--- src/hw/rtl/tlts_pkg.sv ---
// ---------------------------------------------------------------------------
// tlts_pkg
// Shared types and constants of the token scanner: scan modes, token kind
// codes, reserved word table and the transaction records between modules.
// ---------------------------------------------------------------------------
`default_nettype none

package tlts_pkg;

	localparam int NWORDS  = 18;
	localparam int CNT_W   = 6;
	localparam int KIND_W  = 6;
	localparam int Q_DEPTH = 4;
	localparam int Q_AW    = 2;

	localparam logic [NWORDS-1:0] ALL_WORDS = '1;

	// scanner modes, one-hot
	typedef enum logic [8:0] {
		M_START   = 9'b000000001,
		M_COMMENT = 9'b000000010,
		M_NUM     = 9'b000000100,
		M_ID      = 9'b000001000,
		M_COLON   = 9'b000010000,
		M_EQ      = 9'b000100000,
		M_LT      = 9'b001000000,
		M_GT      = 9'b010000000,
		M_MINUS   = 9'b100000000
	} scan_mode_t;

	// token kind codes
	localparam logic [KIND_W-1:0] K_ENDFILE = 6'd0;
	localparam logic [KIND_W-1:0] K_ERROR   = 6'd1;
	localparam logic [KIND_W-1:0] K_WORD0   = 6'd2;
	localparam logic [KIND_W-1:0] K_ID      = 6'd20;
	localparam logic [KIND_W-1:0] K_NUM     = 6'd21;
	localparam logic [KIND_W-1:0] K_RE      = 6'd22;
	localparam logic [KIND_W-1:0] K_ASSIGN  = 6'd23;
	localparam logic [KIND_W-1:0] K_EQ      = 6'd24;
	localparam logic [KIND_W-1:0] K_LT      = 6'd25;
	localparam logic [KIND_W-1:0] K_NE      = 6'd26;
	localparam logic [KIND_W-1:0] K_LE      = 6'd27;
	localparam logic [KIND_W-1:0] K_GT      = 6'd28;
	localparam logic [KIND_W-1:0] K_GE      = 6'd29;
	localparam logic [KIND_W-1:0] K_MINUS   = 6'd30;
	localparam logic [KIND_W-1:0] K_ME      = 6'd31;
	localparam logic [KIND_W-1:0] K_PLUS    = 6'd32;
	localparam logic [KIND_W-1:0] K_TIMES   = 6'd33;
	localparam logic [KIND_W-1:0] K_OVER    = 6'd34;
	localparam logic [KIND_W-1:0] K_LPAREN  = 6'd35;
	localparam logic [KIND_W-1:0] K_RPAREN  = 6'd36;
	localparam logic [KIND_W-1:0] K_SEMI    = 6'd37;
	localparam logic [KIND_W-1:0] K_MOD     = 6'd38;
	localparam logic [KIND_W-1:0] K_POW     = 6'd39;
	localparam logic [KIND_W-1:0] K_BAR     = 6'd40;
	localparam logic [KIND_W-1:0] K_AMP     = 6'd41;
	localparam logic [KIND_W-1:0] K_HASH    = 6'd42;

	// characters with a meaning of their own
	localparam logic [7:0] CH_SPACE  = " ";
	localparam logic [7:0] CH_TAB    = 8'h09;
	localparam logic [7:0] CH_NL     = 8'h0A;
	localparam logic [7:0] CH_LBRACE = "{";
	localparam logic [7:0] CH_RBRACE = "}";
	localparam logic [7:0] CH_COLON  = ":";
	localparam logic [7:0] CH_EQUAL  = "=";
	localparam logic [7:0] CH_LESS   = "<";
	localparam logic [7:0] CH_MORE   = ">";
	localparam logic [7:0] CH_DASH   = "-";
	localparam logic [7:0] CH_PLUS   = "+";
	localparam logic [7:0] CH_STAR   = "*";
	localparam logic [7:0] CH_SLASH  = "/";
	localparam logic [7:0] CH_LPAREN = "(";
	localparam logic [7:0] CH_RPAREN = ")";
	localparam logic [7:0] CH_SEMI   = ";";
	localparam logic [7:0] CH_PCT    = "%";
	localparam logic [7:0] CH_CARET  = "^";
	localparam logic [7:0] CH_BAR    = "|";
	localparam logic [7:0] CH_AMP    = "&";
	localparam logic [7:0] CH_HASH   = "#";

	// reserved words, right-justified: last letter in the low byte
	localparam logic [63:0] WORD_TEXT [NWORDS] = '{
		64'("if"), 64'("then"), 64'("else"), 64'("end"), 64'("repeat"),
		64'("until"), 64'("read"), 64'("write"), 64'("while"),
		64'("endwhile"), 64'("do"), 64'("for"), 64'("to"), 64'("enddo"),
		64'("downto"), 64'("and"), 64'("or"), 64'("not")
	};
	localparam logic [3:0] WORD_LEN [NWORDS] = '{
		4'd2, 4'd4, 4'd4, 4'd3, 4'd6, 4'd5, 4'd4, 4'd5, 4'd5,
		4'd8, 4'd2, 4'd3, 4'd2, 4'd5, 4'd6, 4'd3, 4'd2, 4'd3
	};

	typedef struct packed {
		scan_mode_t        mode;
		logic [CNT_W-1:0]  count;
		logic [NWORDS-1:0] cand;
	} scan_state_t;

	localparam scan_state_t ST_IDLE = '{mode: M_START, count: '0, cand: ALL_WORDS};

	typedef struct packed {
		logic [CNT_W-1:0]  length;
		logic [KIND_W-1:0] kind;
	} token_t;

	// tokens produced by one character
	typedef struct packed {
		logic   v0;
		logic   v1;
		token_t tok0;
		token_t tok1;
	} step_res_t;

	typedef struct packed {
		logic   last;
		token_t tok;
	} q_entry_t;

	// does reserved word i have character c at position pos
	function automatic logic word_has(input int i, input logic [CNT_W-1:0] pos,
	                                  input logic [7:0] c);
		logic [CNT_W-1:0] len;
		logic [2:0]       idx;
		logic             hit;
		len = {2'b00, WORD_LEN[i]};
		hit = 1'b0;
		if (pos < len) begin
			idx = 3'(len - 6'd1 - pos);
			hit = (WORD_TEXT[i][{idx, 3'b000} +: 8] == c);
		end
		return hit;
	endfunction

	// single-character operators, error otherwise
	function automatic logic [KIND_W-1:0] op_kind(input logic [7:0] c);
		logic [KIND_W-1:0] k;
		case (c)
			CH_PLUS:   k = K_PLUS;
			CH_STAR:   k = K_TIMES;
			CH_SLASH:  k = K_OVER;
			CH_LPAREN: k = K_LPAREN;
			CH_RPAREN: k = K_RPAREN;
			CH_SEMI:   k = K_SEMI;
			CH_PCT:    k = K_MOD;
			CH_CARET:  k = K_POW;
			CH_BAR:    k = K_BAR;
			CH_AMP:    k = K_AMP;
			CH_HASH:   k = K_HASH;
			default:   k = K_ERROR;
		endcase
		return k;
	endfunction

endpackage

`default_nettype wire

--- src/hw/rtl/tlts_step.sv ---
// ---------------------------------------------------------------------------
// tlts_step
// Next-state and token logic for one character: the mode handler and, for
// a backed-up character, a second pass through the start state.
// ---------------------------------------------------------------------------
`default_nettype none

module tlts_step #(
	parameter int TOKEN_TEXT_MAX = 40
) (
	input  wire logic [7:0]           ch,
	input  wire logic                 eoi,
	input  wire tlts_pkg::scan_state_t st,
	output tlts_pkg::scan_state_t     st_next,
	output tlts_pkg::step_res_t       res
);

	localparam logic [tlts_pkg::CNT_W-1:0] TMAX = tlts_pkg::CNT_W'(TOKEN_TEXT_MAX);

	typedef struct packed {
		logic                  emit;
		tlts_pkg::token_t      tok;
		tlts_pkg::scan_state_t nxt;
	} pass_t;

	// save a character: narrow the keyword mask, bump the count
	function automatic tlts_pkg::scan_state_t save(input tlts_pkg::scan_state_t s,
	                                                input logic [7:0] c);
		tlts_pkg::scan_state_t r;
		r = s;
		if (s.count <= TMAX) begin
			for (int i = 0; i < tlts_pkg::NWORDS; i++) begin
				if (!tlts_pkg::word_has(i, s.count, c))
					r.cand[i] = 1'b0;
			end
			r.count = s.count + 6'd1;
		end
		return r;
	endfunction

	// start-state handling of one character
	function automatic pass_t start_pass(input logic e, input logic [7:0] c,
	                                     input tlts_pkg::scan_state_t s,
	                                     input tlts_pkg::scan_state_t sv);
		pass_t r;
		r.emit = 1'b0;
		r.tok  = '{length: s.count, kind: tlts_pkg::K_ENDFILE};
		r.nxt  = s;
		r.nxt.mode = tlts_pkg::M_START;
		if (e) begin
			r.emit = 1'b1;
			r.nxt  = tlts_pkg::ST_IDLE;
		end else if (c >= "0" && c <= "9") begin
			r.nxt      = sv;
			r.nxt.mode = tlts_pkg::M_NUM;
		end else if ((c >= "a" && c <= "z") || (c >= "A" && c <= "Z")) begin
			r.nxt      = sv;
			r.nxt.mode = tlts_pkg::M_ID;
		end else if (c == tlts_pkg::CH_SPACE || c == tlts_pkg::CH_TAB ||
		             c == tlts_pkg::CH_NL) begin
			r.nxt.mode = tlts_pkg::M_START;
		end else if (c == tlts_pkg::CH_LBRACE) begin
			r.nxt.mode = tlts_pkg::M_COMMENT;
		end else begin
			r.nxt = sv;
			case (c)
				tlts_pkg::CH_COLON: r.nxt.mode = tlts_pkg::M_COLON;
				tlts_pkg::CH_EQUAL: r.nxt.mode = tlts_pkg::M_EQ;
				tlts_pkg::CH_LESS:  r.nxt.mode = tlts_pkg::M_LT;
				tlts_pkg::CH_MORE:  r.nxt.mode = tlts_pkg::M_GT;
				tlts_pkg::CH_DASH:  r.nxt.mode = tlts_pkg::M_MINUS;
				default: begin
					r.emit = 1'b1;
					r.tok  = '{length: sv.count, kind: tlts_pkg::op_kind(c)};
					r.nxt  = tlts_pkg::ST_IDLE;
				end
			endcase
		end
		return r;
	endfunction

	// identifier end: first surviving word of the right length
	function automatic logic [tlts_pkg::KIND_W-1:0] ident_kind(
		input tlts_pkg::scan_state_t s);
		logic [tlts_pkg::KIND_W-1:0] k;
		k = tlts_pkg::K_ID;
		for (int i = tlts_pkg::NWORDS - 1; i >= 0; i--) begin
			if (s.cand[i] && {2'b00, tlts_pkg::WORD_LEN[i]} == s.count)
				k = tlts_pkg::K_WORD0 + tlts_pkg::KIND_W'(i);
		end
		return k;
	endfunction

	tlts_pkg::scan_state_t sv_cur;
	tlts_pkg::scan_state_t sv_fresh;
	pass_t                 p_cur;
	pass_t                 p_back;
	logic                  is_dig;
	logic                  is_alp;
	logic                  is_sp;
	logic                  is_eq;
	logic                  emit0;
	logic                  backup;
	tlts_pkg::token_t      tok0;
	tlts_pkg::scan_state_t nxt0;

	// saves and start passes from the current and from the idle state
	always_comb begin
		sv_cur   = save(st, ch);
		sv_fresh = save(tlts_pkg::ST_IDLE, ch);
		p_cur    = start_pass(eoi, ch, st, sv_cur);
		p_back   = start_pass(eoi, ch, tlts_pkg::ST_IDLE, sv_fresh);
		is_dig   = !eoi && ch >= "0" && ch <= "9";
		is_alp   = !eoi && ((ch >= "a" && ch <= "z") || (ch >= "A" && ch <= "Z"));
		is_sp    = !eoi && ch == tlts_pkg::CH_SPACE;
		is_eq    = !eoi && ch == tlts_pkg::CH_EQUAL;
	end

	// mode handler
	always_comb begin
		emit0  = 1'b0;
		backup = 1'b0;
		tok0   = '{length: st.count, kind: tlts_pkg::K_ERROR};
		nxt0   = tlts_pkg::ST_IDLE;
		unique case (st.mode)
			tlts_pkg::M_COMMENT: begin
				nxt0 = st;
				if (eoi) begin
					emit0 = 1'b1;
					tok0.kind = tlts_pkg::K_ENDFILE;
					nxt0 = tlts_pkg::ST_IDLE;
				end else if (ch == tlts_pkg::CH_RBRACE) begin
					nxt0.mode = tlts_pkg::M_START;
				end
			end
			tlts_pkg::M_NUM: begin
				if (is_dig) begin
					nxt0 = sv_cur;
				end else begin
					emit0 = 1'b1;
					backup = 1'b1;
					tok0.kind = tlts_pkg::K_NUM;
				end
			end
			tlts_pkg::M_ID: begin
				if (is_alp) begin
					nxt0 = sv_cur;
				end else begin
					emit0 = 1'b1;
					backup = 1'b1;
					tok0.kind = ident_kind(st);
				end
			end
			tlts_pkg::M_COLON: begin
				emit0 = 1'b1;
				if (is_eq)
					tok0 = '{length: sv_cur.count, kind: tlts_pkg::K_RE};
				else
					backup = 1'b1;
			end
			tlts_pkg::M_EQ: begin
				emit0 = 1'b1;
				if (is_sp)
					tok0.kind = tlts_pkg::K_ASSIGN;
				else if (is_eq)
					tok0 = '{length: sv_cur.count, kind: tlts_pkg::K_EQ};
				else
					backup = 1'b1;
			end
			tlts_pkg::M_LT: begin
				emit0 = 1'b1;
				if (is_sp)
					tok0.kind = tlts_pkg::K_LT;
				else if (!eoi && ch == tlts_pkg::CH_MORE)
					tok0 = '{length: sv_cur.count, kind: tlts_pkg::K_NE};
				else if (is_eq)
					tok0 = '{length: sv_cur.count, kind: tlts_pkg::K_LE};
				else
					backup = 1'b1;
			end
			tlts_pkg::M_GT: begin
				emit0 = 1'b1;
				if (is_sp)
					tok0.kind = tlts_pkg::K_GT;
				else if (is_eq)
					tok0 = '{length: sv_cur.count, kind: tlts_pkg::K_GE};
				else
					backup = 1'b1;
			end
			tlts_pkg::M_MINUS: begin
				emit0 = 1'b1;
				if (is_sp)
					tok0.kind = tlts_pkg::K_MINUS;
				else if (is_eq)
					tok0 = '{length: sv_cur.count, kind: tlts_pkg::K_ME};
				else
					backup = 1'b1;
			end
			default: begin
				emit0 = p_cur.emit;
				tok0  = p_cur.tok;
				nxt0  = p_cur.nxt;
			end
		endcase
	end

	// a backed-up character goes through the start state again
	always_comb begin
		res.v0   = emit0;
		res.v1   = backup && p_back.emit;
		res.tok0 = tok0;
		res.tok1 = p_back.tok;
		st_next  = backup ? p_back.nxt : nxt0;
	end

endmodule

`default_nettype wire

--- src/hw/rtl/tlts_outq.sv ---
// ---------------------------------------------------------------------------
// tlts_outq
// Four-entry token queue: takes up to two tokens per cycle, hands one per
// cycle to the output stream while out_ready is high, and marks the last
// token of each character.
`default_nettype none

module tlts_outq (
	input  wire logic                clk,
	input  wire logic                arst_n,
	input  wire logic                push,
	input  wire tlts_pkg::step_res_t res,
	output logic                     room,
	output logic                     out_valid,
	input  wire logic                out_ready,
	output tlts_pkg::q_entry_t       out_entry
);

	tlts_pkg::q_entry_t        entry_q [tlts_pkg::Q_DEPTH];
	logic [tlts_pkg::Q_AW-1:0] wr_q;
	logic [tlts_pkg::Q_AW-1:0] rd_q;
	logic [tlts_pkg::Q_AW:0]   fill_q;
	logic                      pop;
	logic                      w0;
	logic                      w1;
	logic [1:0]                n_push;

	// write and read strobes
	always_comb begin
		pop    = out_valid && out_ready;
		w0     = push && res.v0;
		w1     = push && res.v0 && res.v1;
		n_push = {1'b0, w0} + {1'b0, w1};
	end

	// storage
	always_ff @(posedge clk) begin
		if (w0)
			entry_q[wr_q] <= '{last: !w1, tok: res.tok0};
		if (w1)
			entry_q[wr_q + 2'd1] <= '{last: 1'b1, tok: res.tok1};
	end

	// pointers and fill level
	always_ff @(posedge clk or negedge arst_n) begin
		if (!arst_n) begin
			wr_q   <= '0;
			rd_q   <= '0;
			fill_q <= '0;
		end else begin
			wr_q   <= wr_q + n_push;
			rd_q   <= rd_q + {1'b0, pop};
			fill_q <= fill_q + {1'b0, n_push} - {2'b00, pop};
		end
	end

	assign room      = fill_q <= 3'(tlts_pkg::Q_DEPTH - 2);
	assign out_valid = fill_q != '0;
	assign out_entry = entry_q[rd_q];

endmodule

`default_nettype wire

--- src/hw/rtl/tiny_language_token_scanner.sv ---
// ---------------------------------------------------------------------------
// tiny_language_token_scanner
// Lexical scanner for a small teaching language, one character per
// transaction, emitting token kind and saved length.
// ---------------------------------------------------------------------------
// Output: tokens reach m_tvalid through the four-entry token queue, in order.
// Throughput: one character per cycle while s_tready shows queue room; a
//   character that gives two tokens hands them out one after the other.
// Reset: arst_n clears scanner state to the start state and empties the queue.
`default_nettype none

module tiny_language_token_scanner #(
	parameter int TOKEN_TEXT_MAX = 40
) (
	input  wire logic        clk,
	input  wire logic        arst_n,
	input  wire logic        s_tvalid,
	output logic             s_tready,
	input  wire logic [7:0]  s_tdata,   // [7:0] ch
	input  wire logic [0:0]  s_tuser,   // [0] end_of_input
	output logic             m_tvalid,
	input  wire logic        m_tready,
	output logic [15:0]      m_tdata,   // [5:0] token_kind, [11:6] token_length
	output logic             m_tlast
);

	tlts_pkg::scan_state_t state_q;
	tlts_pkg::scan_state_t state_next;
	tlts_pkg::step_res_t   res;
	tlts_pkg::q_entry_t    head;
	logic                  accept;

	assign accept = s_tvalid && s_tready;

	// character step logic
	tlts_step #(
		.TOKEN_TEXT_MAX (TOKEN_TEXT_MAX)
	) u_step (
		.ch      (s_tdata),
		.eoi     (s_tuser[0]),
		.st      (state_q),
		.st_next (state_next),
		.res     (res)
	);

	// scanner state
	always_ff @(posedge clk or negedge arst_n) begin
		if (!arst_n)
			state_q <= tlts_pkg::ST_IDLE;
		else if (accept)
			state_q <= state_next;
	end

	// token queue towards the output stream
	tlts_outq u_outq (
		.clk       (clk),
		.arst_n    (arst_n),
		.push      (accept),
		.res       (res),
		.room      (s_tready),
		.out_valid (m_tvalid),
		.out_ready (m_tready),
		.out_entry (head)
	);

	assign m_tdata = {4'b0000, head.tok.length, head.tok.kind};
	assign m_tlast = head.last;

endmodule

`default_nettype wire

--- config.mk ---
export PLATFORM = sky130hd
export DESIGN_NAME = tiny_language_token_scanner
export DESIGN_NICKNAME = d
export VERILOG_FILES = /design/src/hw/rtl/tlts_pkg.sv /design/src/hw/rtl/tlts_step.sv /design/src/hw/rtl/tlts_outq.sv /design/src/hw/rtl/tiny_language_token_scanner.sv
export SDC_FILE = /design/constraint.sdc
export NUM_CORES = 1
export LEC_CHECK = 0
export ABC_AREA = 1
export BUFFER_PORTS_ARGS = -buffer_cell sky130_fd_sc_hd__buf_2
export CAP_MARGIN = 5
export CORE_MARGIN = 2
export CORE_UTILIZATION = 40
export CTS_BUF_LIST = sky130_fd_sc_hd__clkbuf_2 sky130_fd_sc_hd__clkbuf_4 sky130_fd_sc_hd__clkbuf_8
export DETAILED_ROUTE_END_ITERATION = 10
export SYNTH_ARGS = -nofsm -noshare
export SYNTH_HDL_FRONTEND = slang
export SYNTH_SLANG_ARGS = --single-unit
--- constraint.sdc ---
create_clock -name clk -period 3 [get_ports clk]
set_input_delay 0.3 -clock clk [delete_from_list [all_inputs] [get_ports clk]]
set_output_delay 0.3 -clock clk [all_outputs]
set_load 0.1 [all_outputs]
==> impl_metrics.tcl <==
set metrics [dict create \
    ys_seq_area_frac 0.308 \
    cts_buffer_depth 2 \
    arrival_ns 3.15 \
    fp-row-count 50 \
    grt_pass1_vias 7221 \
    antenna_found_initial 0 \
    tightest_slew_ns 0.973 \
    drv_slew 0 \
    slew_headroom 0.351 \
    maxCapViolCount 0 \
    period_share 0.963 \
    die_area_um2 19800 \
    dpl-instance-area_um2 8420 \
    crit-reg2reg-launch "state_q[28]$_DFFE_PN0P_" \
    initialDrtViolationCount 585 \
    cts_tree "done" \
    drt_wl_total_um 24300 \
    clkSinkCount 92 \
    vdd_drop_max_mv 0.304 \
    clk_latency_ns 0.38 \
    ant_nets 0 \
    track_usage 0.244 \
    io_buffer_count 27 \
    status "finished clean" \
    setup-tns-final_ns 0 \
    synth_flop_cell "dfxtp_1" \
    fp.dieW_um 141 \
    hold_viol 0 \
    setup_violations 0 \
    dp_hpwl_um 18700 \
    floorplan.initialDensity 0.404 \
    vias_per_cell 5.48 \
    whs_ns 0.0628 \
    startpoint "state_q[28]$_DFFE_PN0P_" \
    drtPass1Iterations 5 \
    p_leak_nw 4.07 \
    layout_common_cells "nand2_1, nor2_1, inv_1" \
    cts.clk_slew.worst_paths_ns 0.11 \
    vias 7794 \
    start_kind "register" \
    critPathKind "register to register" \
    ctsHoldBuffers 0 \
    yosysWarnings 0 \
    synthDistinctLibCells 64 \
    fin_area_um2 8810 \
    grt_max_degree 41 \
    drc 0 \
    grt_pass1_wl_um 39000 \
    drive_above_1_share 0.214 \
    die_y_um 141 \
    reg2reg_slack_ns 0.11 \
    post_drt_wl_per_cell_um 17.1 \
    num_io_pins 32 \
    diodes 0 \
    synth_area_um2 7480 \
    clock-root-buffer "clkbuf_8" \
    postSynthCellCount 1087 \
    syn_to_final_growth_pct 17.7 \
    grt-ovfl-total 0 \
    end_kind "register" \
    max_freq_mhz 346 \
    critPathMaxFanout 4 \
    globalplace.congestion 0.936 \
    core_um2 18500 \
    layout_commonest_cell "nand2_1" \
    worstPathRequired_ns 3.26 \
    synth_edf_count 24 \
    syn_avg_cell_area_um2 6.88 \
    hold_class "primary input to async pin" \
    async_reset_ff_frac 0.435 \
    h-tree-depth 3 \
    skew_ns 0.0150 \
    layout.nets 1221 \
    rsz0062_at_grt "true" \
    p_per_area_nw_per_um2 828 \
    period_minus_slack_ns 2.89 \
    ys_seq_elements 92 \
    numCtsBuffers 9 \
]
-- stage by stage --
step	power (mW)	utilization	setup slack (ns)	instances
after global routing	7.79	0.476	-0.0489	1423
after floorplan	5.22	-	0.0427	1090
after CTS	7.18	0.468	-0.0415	1419
final	7.30	0.476	0.112	1423
after global placement	6.16	0.455	-0.122	1402
after detailed placement	6.19	0.455	-0.144	1402
-- flip-flops by register name, indices dropped and copies added (netlist names) --
name            flops
u_outq.rd_q         2
u_outq.wr_q         2
state_q            33
u_outq.fill_q       3
u_outq.entry_q     52
-- layout make-up --
cell class / instances / area [µm²]
clock buffer: 10 / 131
clock inverter: 6 / 95.1
fill: 1907 / 9710
inverter: 130 / 488
multi-input combinational: 823 / 4600
sequential: 92 / 2310
tap: 234 / 293
timing repair buffer: 128 / 893
-- logic make-up (layout without fill, tap and decap cells) --
logic type	count (synthesis)	in the layout	share of synthesized area
other	1	4	0.000501
multiplexers	1	1	0.00134
AND/OR/NAND/NOR	485	485	0.296
XOR/XNOR	36	36	0.0421
buffers and inverters	175	274	0.0968
flip-flops	92	92	0.308
adder cells (fa/ha/maj)	24	24	0.0411
AO/OA/AOI/OAI	273	273	0.214
-- repair_timing --
| action | in CTS | in global routing |
|---|---|---|
| setup buffers | 1 | 4 |
| resized for setup | 2 | 27 |
| pin swaps | 1 | 6 |
| endpoints found under the setup margin | 14 | 41 |
-- synth_stat cells (23+ instances only) --
cell type	number	area (µm²)
inv_1	103	387
dfxtp_1	28	561
o22ai_1	33	206
nor2_1	138	518
inv_2	24	90.1
nand2_1	210	788
nand3_1	49	245
a21oi_1	70	350
edfxtp_1	24	721
o21ai_0	99	495
ha_1	23	288
xor2_1	28	245
-- final timing paths --
path,endpoint,cells after the start
max in group asynchronous,state_q[22]$_DFFE_PN0P_,1
worst min register to register,u_outq.entry_q[1][9]$_SDFFE_PP0P_,2
worst min-delay path,u_outq.fill_q[0]$_DFF_PN0_,1
min in group clk,state_q[24]$_DFFE_PN1P_,3
worst max register to register,u_outq.fill_q[2]$_DFF_PN0_,16
worst max-delay path,u_outq.fill_q[2]$_DFF_PN0_,16
-- routing by layer --
layer	part of all wire	wire, µm	vias up	track usage
met5	0	0	-	0
met2	0.48	11500	274	0.408
met3	0.051	1240	25	0.0265
met4	0.016	382	0	0.0637
met1	0.46	11100	3629	0.337
li1	-	-	3866	-
-- worst max-delay path, cell delays in order (launching register included) --
cell	delay [ns]
dfrtp_1	0.40
inv_1	0.11
nand2_2	0.13
nor2_1	0.15
nand4_1	0.19
nand4_1	0.19
nand2_2	0.10
a21oi_4	0.14
nor3_4	0.06
a21oi_4	0.15
inv_2	0.07
nor2_4	0.10
inv_1	0.07
ha_4	0.22
fa_2	0.40
xnor2_2	0.14
xor2_1	0.13
-- where the power goes --
group	switching, mW	total [mW]	internal, mW	leakage [nW]
logic	3.11	4.27	1.16	3.02
registers	0.252	2.05	1.79	0.935
clock network	0.495	0.985	0.490	0.117
total	3.86	7.30	3.44	4.07
Power figures use the tool's default switching activity.
